$ cat src/rtl/core/lsws_pkg.sv
// ----------------------------------------------------------------------------
// lsws_pkg: shared types and constants of the LIFO stack with search
// Command and status codes, response layout, cell control and scan status groups.
// ----------------------------------------------------------------------------
`default_nettype none

package lsws_pkg;

   localparam int DATA_W      = 32;
   localparam int POS_W       = 8;
   localparam int DEPTH_OUT_W = 8;
   localparam int STAT_W      = 2;
   localparam int CMD_W       = 2;
   localparam int RSP_PAD_W   = 5;
   localparam int RSP_W       = DATA_W + POS_W + STAT_W + 1 + DEPTH_OUT_W + RSP_PAD_W;
   localparam int GROUP_W     = 8;
   localparam int GROUP_OW    = 3;

   localparam logic [CMD_W-1:0] CMD_PUSH   = 2'd0;
   localparam logic [CMD_W-1:0] CMD_POP    = 2'd1;
   localparam logic [CMD_W-1:0] CMD_PEEK   = 2'd2;
   localparam logic [CMD_W-1:0] CMD_SEARCH = 2'd3;

   localparam logic [STAT_W-1:0] STAT_OK        = 2'd0;
   localparam logic [STAT_W-1:0] STAT_OVERFLOW  = 2'd1;
   localparam logic [STAT_W-1:0] STAT_UNDERFLOW = 2'd2;
   localparam logic [STAT_W-1:0] STAT_NOTFOUND  = 2'd3;

   localparam logic [DATA_W-1:0] DATA_NONE = '1;
   localparam logic [POS_W-1:0]  POS_NONE  = '1;

   typedef struct packed {
      logic push;
      logic pop;
      logic capture;
   } cell_ctrl_type;

   typedef struct packed {
      logic hit;
      logic found;
   } scan_stat_type;

   typedef struct packed {
      logic [RSP_PAD_W-1:0]   pad;
      logic [DEPTH_OUT_W-1:0] depth;
      logic                   is_empty;
      logic [STAT_W-1:0]      status;
      logic [POS_W-1:0]       position;
      logic [DATA_W-1:0]      data;
   } rsp_type;

endpackage

`default_nettype wire

$ cat src/rtl/core/lsws_scan.sv
// ----------------------------------------------------------------------------
// lsws_scan: nearest-match scanner
// Walks the registered match bits from the top, one group of cells per cycle,
// and reports the first match found.
// ----------------------------------------------------------------------------
`default_nettype none

module lsws_scan
   import lsws_pkg::*;
#(
   parameter int STACK_DEPTH = 128
)
(
   input  wire                    clock,
   input  wire                    reset,
   input  wire                    start,
   input  wire  [STACK_DEPTH-1:0] match,
   output scan_stat_type          stat,
   output logic [POS_W-1:0]       position
);

   localparam int NG   = (STACK_DEPTH + GROUP_W - 1) / GROUP_W;
   localparam int GW   = (NG > 1) ? $clog2(NG) : 1;
   localparam int PADW = NG * GROUP_W;

   logic [PADW-1:0]           match_pad;
   logic [GROUP_W-1:0]        slice;
   logic [GROUP_OW-1:0]       offset;
   logic [GW-1:0]             grp_ff;
   logic [GW-1:0]             grp_in;
   logic                      last;
   logic                      found;
   logic [POS_W+GW+GROUP_OW-1:0] pos_wide;

   assign match_pad = PADW'(match);
   assign slice     = match_pad[grp_ff*GROUP_W +: GROUP_W];
   assign last      = (grp_ff == GW'(NG - 1));
   assign found     = |slice;

   always_comb begin
      offset = '0;
      for (int i = GROUP_W - 1; i >= 0; i--) begin
         if (slice[i]) begin
            offset = GROUP_OW'(i);
         end
      end
   end

   always_comb begin
      grp_in = grp_ff;
      if (start) begin
         grp_in = '0;
      end else if (!(found || last)) begin
         grp_in = grp_ff + GW'(1);
      end
   end

   always_ff @(posedge clock) begin
      if (reset) begin
         grp_ff <= '0;
      end else begin
         grp_ff <= grp_in;
      end
   end

   assign pos_wide   = {{POS_W{1'b0}}, grp_ff, offset};
   assign position   = pos_wide[POS_W-1:0];
   assign stat.hit   = found || last;
   assign stat.found = found;

endmodule

`default_nettype wire

$ cat config.mk
export PLATFORM = sky130hd
export DESIGN_NAME = lsws_scan
export DESIGN_NICKNAME = d
export VERILOG_FILES = /design/src/rtl/core/lsws_pkg.sv /design/src/rtl/core/lsws_scan.sv
export SDC_FILE = /design/constraint.sdc
export NUM_CORES = 1
export LEC_CHECK = 0
export BUFFER_PORTS_ARGS = -buffer_cell sky130_fd_sc_hd__buf_2
export CORE_ASPECT_RATIO = 1.5
export CORE_UTILIZATION = 33
export CTS_CLUSTER_DIAMETER = 120
export DETAILED_ROUTE_END_ITERATION = 10
export PLACE_DENSITY_LB_ADDON = 0.12
export SLEW_MARGIN = 20
export SYNTH_ARGS = -nofsm -noshare
export SYNTH_HDL_FRONTEND = slang
export SYNTH_SLANG_ARGS = --single-unit
$ cat constraint.sdc
create_clock -name clock -period 2.8 [get_ports clock]
set_input_delay 0.42 -clock clock [delete_from_list [all_inputs] [get_ports clock]]
set_output_delay 0.42 -clock clock [all_outputs]
set_load 0.1 [all_outputs]
Yosys cells after proc, flatten, opt, wreduce, memory -nomap -nowiden
Cells that the tools add are included.
W data, S select, Z words.
- flip-flop bits (word level): 4
- output and inout bits: 10
- logic and storage cells: 15
- add/subtract/negate cells: 1
- equal/unequal tests: 1
- shift operators: 1
- muxes and demuxes: 8
- reductions and logical operators: 3
- operators with widths (operator ; number):
    $shiftx A128 B8 Y8 ; 1
    $mux W3 ; 8
    $reduce_or A8 Y1 ; 1
    $add A4 B1 Y4 const B ; 1
    $eq A4 B4 Y1 const B ; 1
    $reduce_or A2 Y1 ; 1
    $logic_or A1 B1 Y1 ; 1

Logic depth before layout (Yosys ltp)
- word-level depth: 9
- mapped depth: 10
- mapped depth without buffers: 6

Least setup slack after synthesis
OpenSTA, ideal clock, no wires.
- path kind: reg-to-output
- from: register grp_ff[0]
- to: output port position[0]
- arrival: 4.671 ns
- setup slack: -2.291 ns
- stages on the path, launching flop included: 8
- path buffers: 3
- path through: dfxtp_1 > buf_6 > buf_12 > buf_2 > mux4_2 > mux2i_1 > a21oi_1 > o32ai_1
- word-level cells in the longest chain between the ends: 9
- ends and longest elaborated chain (what ; RTL line ; source):
    from (decl) ; lsws_scan.sv:29 ; logic [GW-1:0] grp_ff;
    from (signal assigned) ; lsws_scan.sv:62 ; grp_ff <= grp_in;
    $shiftx A128 B8 Y8 (*) ; lsws_scan.sv:36 ; assign slice = match_pad[grp_ff*GROUP_W +: GROUP_W];
    $mux W3 (7 in series) ; lsws_scan.sv:43 ; if (slice[i]) begin
    $mux W3 (*) ; lsws_scan.sv:43 ;
    to (decl) ; lsws_scan.sv:19 ; output logic [POS_W-1:0] position
Every way passes the cells marked *; elsewhere a longest branch is shown, timed or not.

Final worst setup path
- from: register grp_ff[0]
- to: output port position[1]
The elaborated chain is that of the path after synthesis.

==> reports/results.txt <==
Grt total ovfl -> 0
Clock Sinks -> 4
DPL Wire Length -> 3930 um
Required @ worst endpoint -> 2.38 ns
Post-route design area -> 2590 sq um
Hold Vio Cnt, Final -> 0
CP max-delay cell -> mux4_2
CTS buffer count -> 3
RSZ-0062 raised after global routing -> true
Synthesized area -> 1400 sq um
Total GRT Usage -> 0.210
First-pass GRT wire length -> 6900 um
Clk_skew -> 0.00128 ns
Post-route setup slack -> -0.0987 ns
Register area share after synthesis -> 0.0572
Vias in the first global route -> 1,672
Minimum clock period -> 2.90 ns
Worst Path Class, Setup -> flop to primary output
Worst hold start -> reset
Number of fillers in the final layout -> 351
Setup violations, final -> 4
Fraction of layout cells with a size suffix above 1 -> 0.887
CTS tree -> built
Worst-Skew Late Latency -> 0.21 ns
Commonest non-fill, non-tap cell in the layout -> buf_2
Logic pwr share -> 0.553
Max clock buf depth -> 2
Biggest register -> grp_ff
Top Ports -> 141
Row count -> 28
Synth Register Bits -> 4
PortBufs -> 139
Startpoint Class -> flop
Power Dens Cells -> 151 nW/um^2
Post-route ant nets -> 0
Mapped Avg Cell Area -> 12.6 sq um
Placeable Area -> 3990 sq um
Internal power -> 280 uW
Starting Density -> 0.351
Largest net degree at the start of global routing -> 24
Hold buffers post-CTS -> 0
Clock share of power -> 0.305
Horiz. Die Dim -> 55.2 um
DR iter-0 viols -> 21
Hold slack -> 0.404 ns
Sw Share -> 0.282
Pre-Repair DR Iteration Count -> 4
Core Util, Final -> 0.648
Biggest regs -> grp_ff (4)
Worst-path fanout max -> 5
Post-synth top flop -> dfxtp_1
Fmax -> 0.345 GHz
Synth cell types -> 36
Crit share post-route -> 1.04
Synth Instances -> 111
Asr flop ratio synth -> 0
Power share of the sequential group -> 0.142
Die Ht -> 81.8 um
P&R area growth vs syn -> 84.7%
Worst-margin pin slew -> 0.660 ns
Post-DP Area -> 2350 sq um
Most frequent cells in the layout -> buf_2, mux4_2, buf_4
Largest stage delay, worst path -> 0.51 ns
Synth warn -> 0
Via density -> 5.33
DRT Wirelength -> 4660 um
Max-slew violations -> 0
Via count -> 1,652
Initial antenna violation count -> 0
Placer congestion estimate -> 0.738
Violated checks -> setup timing
Max reg flops -> 4
Drt drc -> 0
Clk slew on worst S/H paths -> 0.03 ns
Wire per inst -> 15.0 um
Number of enable flip-flop cells after synthesis -> 0
# nets final -> 399
Worst Hold Class -> primary input to flop
Launch point of the worst reg-to-reg path -> grp_ff[0]$_SDFFE_PP0N_
Syn Nets -> 243
Setup crit start -> grp_ff[0]$_SDFFE_PP0N_
Pleak -> 1.15 nW
Crit. End Element -> primary output
Status -> finished with violations
# H-tree levels -> 1
Maxcap violations -> 0
Setup TNS -> -0.289 ns
Pwr Total -> 390 uW
Crit path DAT -> 2.48 ns
Clock root cell -> clkbuf_8
Max_slew headroom -> 0.560
Total inserted antenna cells -> 0
Worst vdd ir -> 0.000269 V
CP cell instances -> buf_8 > mux4_2 > mux2_4 > or3_4 > a211oi_4 > a21oi_2 > nor2_4 > buf_12
Psw -> 110 uW
Die ar. -> 4510 sq um
## power by group through the flow
| stage | Clock, mW | Sequential (mW) | Combinational (mW) |
|---|---|---|---|
| after floorplan | 0 | 0.0564 | 0.0922 |
| after global placement | 0 | 0.0564 | 0.199 |
| after detailed placement | 0 | 0.0564 | 0.202 |
| after CTS | 0.121 | 0.0556 | 0.211 |
| after global routing | 0.123 | 0.0555 | 0.232 |
| final | 0.119 | 0.0556 | 0.216 |
## worst max-delay path, delay by kind of cell, from the launching register on
family / cells / cell delay, ns
multiplexers: 2 / 0.79
AND/OR/NAND/NOR: 2 / 0.45
flip-flops: 1 / 0.38
buffers and inverters: 2 / 0.32
AO/OA/AOI/OAI: 2 / 0.32
## stage by stage
step,setup WS (ns),std cells
after detailed placement,0.0560,300
after CTS,-0.108,309
after global routing,-0.193,310
final,-0.0987,310
after floorplan,-0.277,111
after global placement,0.0661,300
## cell type report
type | instances | area, sq um | share of cell area
flip-flops and latches | 4 | 88.8 | 0.0343
multi-input cells | 92 | 1360 | 0.524
inverters | 2 | 7.51 | 0.00290
well taps | 45 | 56.3 | 0.0218
repair buffers | 164 | 1040 | 0.401
clock buffers | 3 | 41.3 | 0.0160
## routing by layer
metal,part of all wire,vias to the layer above,global-route usage
met5,0,-,0
met2,0.61,75,0.411
met1,0.34,796,0.231
met3,0.057,0,0.0278
met4,0,0,0.0325
li1,-,781,-
## worst paths after layout
check	to	slack [ns]	cells past startpoint
worst min register to register	grp_ff[1]$_SDFFE_PP0N_	0.70	3
worst max-delay path	position[1]	-0.1	8
worst max register to register	grp_ff[2]$_SDFFE_PP0N_	0.25	9
worst min-delay path	grp_ff[2]$_SDFFE_PP0N_	0.40	2
## cell families (layout without fill, tap and decap cells)
group                      after synthesis  count (layout)  share of synthesized area
buffers and inverters                   15             169                     0.0697
DFF                                      4               4                     0.0572
adders and majority gates                1               1                    0.00894
AOI/OAI and AO/OA                       15              15                     0.0992
muxes                                   50              50                      0.665
other                                    1               1                    0.00268
and+or+nand+nor                         25              25                     0.0974
## timing repair
item                                    in CTS  in global routing
pin swaps                                   12                  7
endpoints found under the setup margin       5                  5
buffers inserted                             5                  1
resized for setup                           28                  8
gates cloned                                 1                  0
## synth_stat cells (3+ instances only)
cell      instances  area share
nand2_1           6       0.016
mux2_2            6       0.048
mux2i_1          12       0.086
nand3_1           4       0.014
nor2_1            4       0.011
buf_2             5       0.018
clkbuf_1          3      0.0080
dfxtp_1           4       0.057
buf_4             3       0.016
a21oi_1           3       0.011
mux4_2           26        0.42
mux4_1            6        0.11
No activity file was read; power rests on OpenSTA's default activity.
