File: config.mk
export PLATFORM = sky130hd
export DESIGN_NAME = lsws_cell
export DESIGN_NICKNAME = d
export VERILOG_FILES = /design/src/rtl/core/lsws_pkg.sv /design/src/rtl/core/lsws_cell.sv
export SDC_FILE = /design/constraint.sdc
export NUM_CORES = 1
export LEC_CHECK = 0
export BUFFER_PORTS_ARGS = -buffer_cell sky130_fd_sc_hd__buf_2
export CAP_MARGIN = 10
export CORE_MARGIN = 4
export CORE_UTILIZATION = 40
export DETAILED_ROUTE_END_ITERATION = 7
export GPL_TIMING_DRIVEN = 0
export PLACE_DENSITY = 0.88
export SETUP_SLACK_MARGIN = 0.02
export SKIP_LAST_GASP = 1
export SYNTH_ARGS = -nofsm -noshare
export SYNTH_HDL_FRONTEND = slang
export SYNTH_SLANG_ARGS = --single-unit
File: constraint.sdc
create_clock -name clock -period 2 [get_ports clock]
set_clock_uncertainty 0.2 [all_clocks]
set_input_delay 0.1 -clock clock [delete_from_list [all_inputs] [get_ports clock]]
set_output_delay 0.1 -clock clock [all_outputs]
set_load 0.02 [all_outputs]
File: src/rtl/core/lsws_pkg.sv
// ----------------------------------------------------------------------------
// lsws_pkg: shared types and constants of the LIFO stack with search
// Command and status codes, response layout, cell control and scan status groups.
// ----------------------------------------------------------------------------
`default_nettype none

package lsws_pkg;

   localparam int DATA_W      = 32;
   localparam int POS_W       = 8;
   localparam int DEPTH_OUT_W = 8;
   localparam int STAT_W      = 2;
   localparam int CMD_W       = 2;
   localparam int RSP_PAD_W   = 5;
   localparam int RSP_W       = DATA_W + POS_W + STAT_W + 1 + DEPTH_OUT_W + RSP_PAD_W;
   localparam int GROUP_W     = 8;
   localparam int GROUP_OW    = 3;

   localparam logic [CMD_W-1:0] CMD_PUSH   = 2'd0;
   localparam logic [CMD_W-1:0] CMD_POP    = 2'd1;
   localparam logic [CMD_W-1:0] CMD_PEEK   = 2'd2;
   localparam logic [CMD_W-1:0] CMD_SEARCH = 2'd3;

   localparam logic [STAT_W-1:0] STAT_OK        = 2'd0;
   localparam logic [STAT_W-1:0] STAT_OVERFLOW  = 2'd1;
   localparam logic [STAT_W-1:0] STAT_UNDERFLOW = 2'd2;
   localparam logic [STAT_W-1:0] STAT_NOTFOUND  = 2'd3;

   localparam logic [DATA_W-1:0] DATA_NONE = '1;
   localparam logic [POS_W-1:0]  POS_NONE  = '1;

   typedef struct packed {
      logic push;
      logic pop;
      logic capture;
   } cell_ctrl_type;

   typedef struct packed {
      logic hit;
      logic found;
   } scan_stat_type;

   typedef struct packed {
      logic [RSP_PAD_W-1:0]   pad;
      logic [DEPTH_OUT_W-1:0] depth;
      logic                   is_empty;
      logic [STAT_W-1:0]      status;
      logic [POS_W-1:0]       position;
      logic [DATA_W-1:0]      data;
   } rsp_type;

endpackage

`default_nettype wire

File: src/rtl/core/lsws_cell.sv
// ----------------------------------------------------------------------------
// lsws_cell: one stack slot
// Holds one word and its valid bit, shifts with its neighbors on push and pop,
// and registers a compare against the search key.
// ----------------------------------------------------------------------------
`default_nettype none

module lsws_cell
   import lsws_pkg::*;
(
   input  wire                 clock,
   input  wire                 reset,
   input  wire cell_ctrl_type  ctrl,
   input  wire  [DATA_W-1:0]   key,
   input  wire  [DATA_W-1:0]   above_data,
   input  wire                 above_valid,
   input  wire  [DATA_W-1:0]   below_data,
   input  wire                 below_valid,
   output logic [DATA_W-1:0]   data,
   output logic                valid,
   output logic                match
);

   logic [DATA_W-1:0] data_ff;
   logic [DATA_W-1:0] data_in;
   logic              valid_ff;
   logic              valid_in;
   logic              match_ff;

   always_comb begin
      data_in  = data_ff;
      valid_in = valid_ff;
      if (ctrl.push) begin
         data_in  = above_data;
         valid_in = above_valid;
      end else if (ctrl.pop) begin
         data_in  = below_data;
         valid_in = below_valid;
      end
   end

   always_ff @(posedge clock) begin
      data_ff <= data_in;
      if (ctrl.capture) begin
         match_ff <= valid_ff && (data_ff == key);
      end
      if (reset) begin
         valid_ff <= 1'b0;
      end else begin
         valid_ff <= valid_in;
      end
   end

   assign data  = data_ff;
   assign valid = valid_ff;
   assign match = match_ff;

endmodule

`default_nettype wire

# == Word level (Yosys, flattened, before mapping) ==
# Index checks and enable logic that the tools add are counted.
# totals
ff_bits,34
latchBits,0
ram_bits,0
romBits,0
in_bits,103
output_inout_bits,34
wordCells,10
n_memories,0
# classes
add_sub_neg,0
multipliers,0
div,0
n_lt_le_gt_ge,0
eq_ne,1
shifts,0
mux,4
n_bitwise,0
reduce_logical,2
# op_table
cell,n
$mux 32,2
$eq 32x32->1,1
$mux 1,2
$reduce_bool 2->1,1
$logic_and 1x1->1,1

# == Depth between registers and ports, before layout ==
# Gate-level depths: netlist of run 1.
# logic_depth
depth_word,2
mapped_depth,5
depth_no_buf,4

# == Worst setup path before layout of run 1 ==
# Ideal clock, no wire load.
# synth_path
path_type,reg2reg
start,"register data_ff[24], in the netlist data[24]"
end,"register match_ff, in the netlist match, data pin"
setup_time_ns,0.150
t_arrival_ns,1.214
required_ns,1.650
slack_ns,0.436
path_stages_with_launch,5
path_buffers,0
synth_period_minus_slack_ns,1.564
cell_sequence,edfxtp_1 xor2_1 nor4_1 nand4_1 nor3_2
# synth_between
elab_chain_cells,2
# synth_lines
item,line,source
start: declaration,lsws_cell.sv:24,logic [DATA_W-1:0] data_ff;
start signal: assignment,lsws_cell.sv:43,data_ff <= data_in;
$eq 32x32->1,lsws_cell.sv:45,match_ff <= valid_ff && (data_ff == key);
$logic_and 1x1->1,lsws_cell.sv:45,
end signal: assignment,lsws_cell.sv:45,
end: declaration,lsws_cell.sv:28,logic match_ff;
# No other way between the ends.
# A chain may end at the register's enable or synchronous reset.

# == Worst setup path in the final report of run 1 ==
# layout_path
start,input below_data[11]
end,"register data_ff[11], in the netlist data[11], data pin"
# layout_between
elab_chain_cells,2
# layout_lines
item,line,source
start: declaration,lsws_cell.sv:17,"input wire [DATA_W-1:0] below_data,"
$mux 32,lsws_cell.sv:36,end else if (ctrl.pop) begin
$mux 32,lsws_cell.sv:33,if (ctrl.push) begin
net data_in[11],lsws_cell.sv:25,logic [DATA_W-1:0] data_in;
# The timed path passes the listed nets, and every way through them passes these cells. The select of a mux whose other input is x is not followed.

==> flow_metrics.py, run 1 <==
metrics = {
    "clocking": {
        "hold_buffers": 67,
        "cts_tree": "yes",
        "cts-resized-gates": 0,
        "cts_setup_buffers": 0,
        "cts_buffers": 5,
        "clock_path_buffers": 2,
        "clk_pin_slew_worst_paths_ns": 0.07,
        "cts.sinks": 34,
        "root_buffer": "clkbuf_8",
        "h-tree-depth": 2,
        "clk_latency_ns": 0.27,
    },
    "routing": {
        "viasPerCell": 4.892,
        "vias": 1859,
        "dr.pass1.iters": 4,
        "drt-met1-wl_um": 2111,
        "wl_met2_um": 3616,
        "drc": 0,
        "post_drt_wl_per_cell_um": 17.17,
        "wl_met3_um": 630,
        "drt_iter0_markers": 93,
        "routed_wl_um": 6526,
        "top_layer": "met4",
        "ant_nets": 0,
    },
    "synth": {
        "yosysSeqAreaShare": 0.5694,
        "syn_nets": 222,
        "ys_warn_count": 0,
        "yosysTopAreaCell": "edfxtp_1",
        "synthArstFlopShare": 0,
        "synth_edf_count": 33,
        "syn_inst": 119,
        "synth-seq-cells": 34,
        "synth_top_area_frac": 0.5581,
        "syn_area_um2": 1775,
        "synth.most_common_cell": "edfxtp_1",
        "ys_top_cells_by_area": "edfxtp_1, mux2_2, xor2_1",
        "syn_area_per_cell_um2": 14.92,
        "synth_cell_types": 15,
        "synth-main-ff-cell": "edfxtp_1",
        "synthTopCellsByCount": "edfxtp_1, mux2_2, xor2_1, nor4_1, buf_2",
    },
    "sta": {
        "slew_viol_final": 0,
        "fmax_ghz": 0.5636,
        "fin_crit_ns": 1.774,
        "period_share": 0.8872,
        "setup_viol": 0,
        "tns_ns": 0,
        "hold_violations": 0,
        "worst_pin_slew_ns": 0.7739,
        "relSlewSlack": 0.4840,
        "rsz0062_at_grt": "false",
    },
    "setup_path": {
        "required_ns": 1.82,
        "reg2reg_depth": 4,
        "r2r_slack_ns": 0.27,
        "r2r-end": "match",
        "critical_path_class": "in -> reg",
        "crit_path_cell_trace": "dlygate4sd3_1 -> buf_2 -> mux2_2 -> dlygate4sd3_1",
        "cp_slowest_stage_delay_ns": 0.58,
        "critPathBufInv": 3,
        "crit_top_cell": "dlygate4sd3_1",
        "r2r-start": "data[17]",
        "cp.arrival_ns": 1.60,
        "crit_slowest_cell": "dlygate4sd3_1",
        "cp_max_fo": 1,
        "end_kind": "flop",
        "critPathTopFamily": "buffers and inverters",
        "start_kind": "input pin",
    },
    "cells_and_area": {
        "final_net_count": 431,
        "post-route-util": 0.7886,
        "multi_input_area_um2": 744.5,
        "syn2layout_area_growth_pct": 84.07,
        "nFillCells": 262,
        "layout-drive-gt1-share": 0.5441,
        "final-seq-area_um2": 1011,
    },
    "place": {
        "place_hpwl_um": 4011,
        "place_congestion": 0.7042,
        "numPortBuffers": 135,
    },
    "worst_hold_path": {
        "min_path_cells": 4,
        "hold-path-endpoint": "match",
        "hold_start": "key[4]",
        "hold_class": "in -> reg",
    },
    "floorplanning": {
        "rows": 23,
        "boundaryPins": 137,
        "die-area_um2": 5569,
        "die_h_um": 74.63,
        "coreArea_um2": 4144,
        "start_util": 0.4284,
        "die_w_um": 74.63,
    },
    "pwr": {
        "p_leak_uw": 0.001495,
        "ir_drop_v": 0.0004460,
        "powerDensity_nw_per_um2": 607.9,
    },
    "run": {
        "drv_cap": 0,
    },
    "global_routing": {
        "antenna_found_initial": 0,
        "grt_pass1_wl_um": 9432,
        "grt_max_degree": 33,
        "grt_pass1_vias": 2035,
        "grt_use_total": 0.2324,
        "grt_remaining_overflow": 0,
    },
    "outcome": {
        "status": "finished clean",
    },
}
-- layer usage --
layer	vias to the layer above	GRT usage
met3	20	0.08011
met2	110	0.4420
met5	-	0
li1	861	-
met1	868	0.2273
met4	0	0.09486
-- logic make-up after synthesis --
group,count (synthesis),synth area share
mux,33,0.2086
simple gates,15,0.05004
flops,34,0.5694
xor+xnor,32,0.1579
compound gates,1,0.002816
buf+inv,4,0.01128
-- power breakdown --
group	internal [uW]	switching [uW]
Combinational	319	267
Clock	239	235
Sequential	873	53.9
-- worst min-delay path, cell delays in order --
cell	delay, ns
buf_2	0.09
xnor2_1	0.07
nand3_1	0.10
nor3_2	0.05
-- how the worst max path moves through the flow --
| stage | startpoint | end | slack [ns] | depth (start not counted) |
|---|---|---|---|---|
| after global routing | below_data[11] | data[11] | 0.20 | 4 |
| after floorplan | data[24] | match | 0.44 | 4 |
| after CTS | data[17] | match | 0.25 | 4 |
| after detailed placement | ctrl[2] | data[18] | 0.16 | 3 |
| after global placement | ctrl[2] | data[29] | 0.18 | 3 |
| final | below_data[11] | data[11] | 0.23 | 4 |
-- per-stage QoR --
stage | power, uW | hold WS (ns) | cells | area (um^2) | setup WS [ns]
3_3_place_gp | 1372 | 0.06060 | 304 | 2514 | 0.1828
2_1_floorplan | 1177 | -0.02762 | 119 | 1775 | 0.4362
3_5_place_dp | 1387 | 0.06517 | 304 | 2514 | 0.1615
6_report | 1987 | 0.09950 | 380 | 3268 | 0.2257
4_1_cts | 1983 | 0.08790 | 379 | 3266 | 0.2481
5_1_grt | 2083 | 0.09264 | 379 | 3266 | 0.1999
-- layout by cell type, fill, tap and decap left out, types with 2 or more instances in the layout --
cell type	count
buf_2	139
mux2_2	32
xor2_1	31
nor4_1	7
nor2_1	2
dlygate4sd3_1	67
edfxtp_1	33
clkbuf_8	5
nand3_1	2
-- registers in the layout, indices dropped and copies added, names as in the netlist --
| signal | cells |
|---|---|
| data | 32 |
| match | 1 |
| valid | 1 |
-- final cells by class --
type                    instances  share of cell area
multi-input cells              81              0.2278
flip-flops and latches         34              0.3093
plain buffers                   4            0.006126
clock inverters                 2            0.002680
well taps                      50             0.01914
diodes                          1           0.0007657
clock buffers                   6             0.02221
repair buffers                202              0.4119
(Power assumes the default switching activity.)
==> run 2, diff against run 1 <==
--- a/config.mk
+++ b/config.mk
@@ -5,13 +5,15 @@
 export SDC_FILE = /design/constraint.sdc
 export NUM_CORES = 1
 export LEC_CHECK = 0
+export ABC_AREA = 1
 export BUFFER_PORTS_ARGS = -buffer_cell sky130_fd_sc_hd__buf_2
 export CAP_MARGIN = 10
 export CORE_MARGIN = 4
-export CORE_UTILIZATION = 40
+export CORE_UTILIZATION = 42
 export DETAILED_ROUTE_END_ITERATION = 7
 export GPL_TIMING_DRIVEN = 0
 export PLACE_DENSITY = 0.88
+export REMOVE_ABC_BUFFERS = 1
 export SETUP_SLACK_MARGIN = 0.02
 export SKIP_LAST_GASP = 1
 export SYNTH_ARGS = -nofsm -noshare
==> run 2 against run 1 <==
  * Register-to-register slack better by 0.36 ns
  * Critical path type unchanged
  * Global-route usage up 2.2 points
  * First-iteration DRC count up 6.5%
  * Utilization down 3.8 points
  * Non-clock buffer count down 1
  * Die area up 8.2%
  * Cell count up 46%
  * Sequential power down 0.4%
  * Clock-buffer cell count up 2
  * Synthesized area up 15%
  * Critical path depth up 1
==> flow_metrics.py, run 2 <==
metrics = {
    "global_routing": {
        "grt_use_total": 0.2547,
        "antenna_found_initial": 0,
        "grt_remaining_overflow": 0,
        "grt_pass1_vias": 2656,
        "grt_max_degree": 36,
        "grt_pass1_wl_um": 11830,
    },
    "clocking": {
        "cts.sinks": 34,
        "h-tree-depth": 2,
        "cts_setup_buffers": 0,
        "clock_path_buffers": 2,
        "clk_pin_slew_worst_paths_ns": 0.07,
        "clk_latency_ns": 0.28,
        "cts_buffers": 5,
        "cts_tree": "yes",
        "root_buffer": "clkbuf_8",
    },
    "synth": {
        "synth_xor_area_frac": 0.03870,
        "synth-seq-cells": 34,
        "syn_inst": 281,
        "syn_area_per_cell_um2": 7.249,
        "synth-compound-area-share": 0.02580,
        "synthAdderAreaFrac": 0,
        "synth_edf_count": 33,
        "synth-simple-area-share": 0.3434,
        "synthTopCellsByCount": "nand2_1, inv_1, edfxtp_1, nor2_1",
        "ys_top_cells_by_area": "edfxtp_1, nand2_1, inv_1",
        "synth_cell_types": 19,
        "yosysTopAreaCell": "edfxtp_1",
        "synth_top_area_frac": 0.4865,
        "synth-main-ff-cell": "edfxtp_1",
        "synth_top_family_by_area": "simple AND/OR/NAND/NOR gates",
        "synth.most_common_cell": "nand2_1",
        "synth.area.mux_share": 0,
        "synthArstFlopShare": 0,
        "syn_area_um2": 2037,
        "ys_warn_count": 0,
        "yosysSeqAreaShare": 0.4963,
    },
    "sta": {
        "period_share": 0.8939,
        "timing.final.ws_setup_ns": 0.2123,
        "worst_pin_slew_ns": 0.5953,
        "rsz0062_at_grt": "false",
        "hold_violations": 0,
        "fin_crit_ns": 1.788,
        "fmax_ghz": 0.5594,
        "relSlewSlack": 0.6026,
        "setup_viol": 0,
        "tns_ns": 0,
        "slew_viol_final": 0,
    },
    "place": {
        "place_congestion": 0.7982,
        "dpl_cell_area_um2": 2760,
        "dp_worst_setup_slack_ns": 0.1989,
        "numPortBuffers": 136,
        "dp.cells": 477,
        "place_hpwl_um": 4364,
    },
    "pwr": {
        "switching_share": 0.3011,
        "power.switching_uw": 623.5,
        "powerDensity_nw_per_um2": 584.4,
        "ir_drop_v": 0.0003410,
        "p_leak_uw": 0.001954,
        "power_frac_comb": 0.302,
        "seqPwrFrac": 0.446,
        "pwr-share-clk": 0.252,
        "cellInternalPower_uw": 1447,
    },
    "worst_hold_path": {
        "min_path_cells": 6,
        "hold_class": "in -> reg",
        "hold_start": "key[30]",
        "hold-path-endpoint": "match",
    },
    "floorplanning": {
        "start_util": 0.4313,
        "die-area_um2": 6028,
        "rows": 25,
        "boundaryPins": 137,
        "coreArea_um2": 4723,
        "die_w_um": 77.64,
        "die_h_um": 77.64,
    },
    "routing": {
        "routed_wl_um": 7646,
        "ant_nets": 0,
        "post_drt_wl_per_cell_um": 13.80,
        "drc": 0,
        "vias": 2543,
        "dr.pass1.iters": 7,
        "drt_iter0_markers": 99,
        "viasPerCell": 4.590,
    },
    "setup_path": {
        "r2r-start": "data[10]",
        "r2r_slack_ns": 0.63,
        "critical_path_class": "in -> reg",
        "required_ns": 1.84,
        "cp.arrival_ns": 1.63,
        "cp.depth": 5,
        "reg2reg_depth": 7,
        "critPathBufInv": 3,
        "cp_slowest_stage_delay_ns": 0.55,
        "crit_top_cell": "nand2_1",
        "crit_slowest_cell": "dlygate4sd3_1",
        "r2r-end": "match",
        "start_kind": "input pin",
        "critPathTopFamily": "buffers and inverters",
        "cp_max_fo": 35,
        "end_kind": "flop",
        "crit_path_cell_trace": "clkbuf_4 -> inv_2 -> nand2_1 -> nand2_1 -> dlygate4sd3_1",
    },
    "run": {
        "drv_cap": 0,
    },
    "cells_and_area": {
        "fin_cells": 554,
        "final_net_count": 589,
        "final_cell_mix": "nand2_1, buf_2, dlygate4sd3_1",
        "syn2layout_area_growth_pct": 73.96,
        "design_area_um2": 3543,
        "largest_register_ffs": 32,
        "antenna_cells": 0,
        "layout-drive-gt1-share": 0.3060,
        "final_common_cell": "nand2_1",
    },
    "outcome": {
        "status": "finished clean",
    },
}
[run 2: cell count changes after synthesis, moves of 2 or more]
cell,previous run,this run
inv_1,0,38
nor2_2,0,3
nor2_1,2,14
nand2_1,0,158
xnor2_1,1,6
inv_2,0,3
xor2_1,31,3
mux2_2,32,0
nor4_1,7,0
o211ai_1,0,2
buf_2,4,6
o21ai_1,0,5
[run 2: how the worst max path moves through the flow]
stage	end	startpoint
6_report	data[30]	ctrl[2]
5_1_grt	data[30]	ctrl[2]
4_1_cts	data[30]	ctrl[2]
3_5_place_dp	valid	ctrl[2]
3_3_place_gp	valid	ctrl[2]
2_1_floorplan	match	data[24]
[run 2: cells by family after synthesis]
logic type,after synthesis
simple gates,181
buf+inv,48
flops,34
compound gates,9
xor+xnor,9
[run 2: worst min-delay path, delay by kind of cell]
kind                   cells  cell delay [ns]
AND/OR/NAND/NOR            4             0.23
buffers and inverters      1             0.09
XOR/XNOR                   1             0.06
[run 2: routing by layer]
| metal | GRT usage | up-vias | part of all wire |
|---|---|---|---|
| met5 | 0 | - | 0 |
| met4 | 0.1388 | 0 | 0.050 |
| met3 | 0.06961 | 34 | 0.082 |
| met2 | 0.4683 | 153 | 0.52 |
| met1 | 0.2571 | 1101 | 0.34 |
| li1 | - | 1255 | - |
[run 2: per-stage QoR]
stage | util | hold WS (ns) | total power [uW]
3_3_place_gp | 0.5844 | 0.1022 | 1422
6_report | 0.7502 | 0.1480 | 2071
3_5_place_dp | 0.5844 | 0.1009 | 1440
5_1_grt | 0.7502 | 0.1732 | 2173
4_1_cts | 0.7497 | 0.1515 | 2059
2_1_floorplan | - | 0.01250 | 1208
[run 2: repair_timing]
item / 4_1_cts / 5_1_grt
hold endpoints to repair: 34 / 0
hold buffers: 69 / 0
gates resized for setup: 0 / 1
endpoints found under the setup margin: 0 / 1
[run 2: power by group through the flow]
stage	Clock, uW	Combinational, uW	Sequential [uW]
floorplan	0	177	1030
global placement	0	490	933
detailed placement	0	502	938
CTS	530	607	923
global route	557	683	934
finish	521	626	923
[run 2: cell type report]
class                   count  area, um^2
clock buffers               8       90.09
fillers                   323        1180
multi-input cells         199       830.8
inverters                  41       153.9
repair buffers            205        1374
well taps                  67       83.83
flip-flops and latches     34        1011
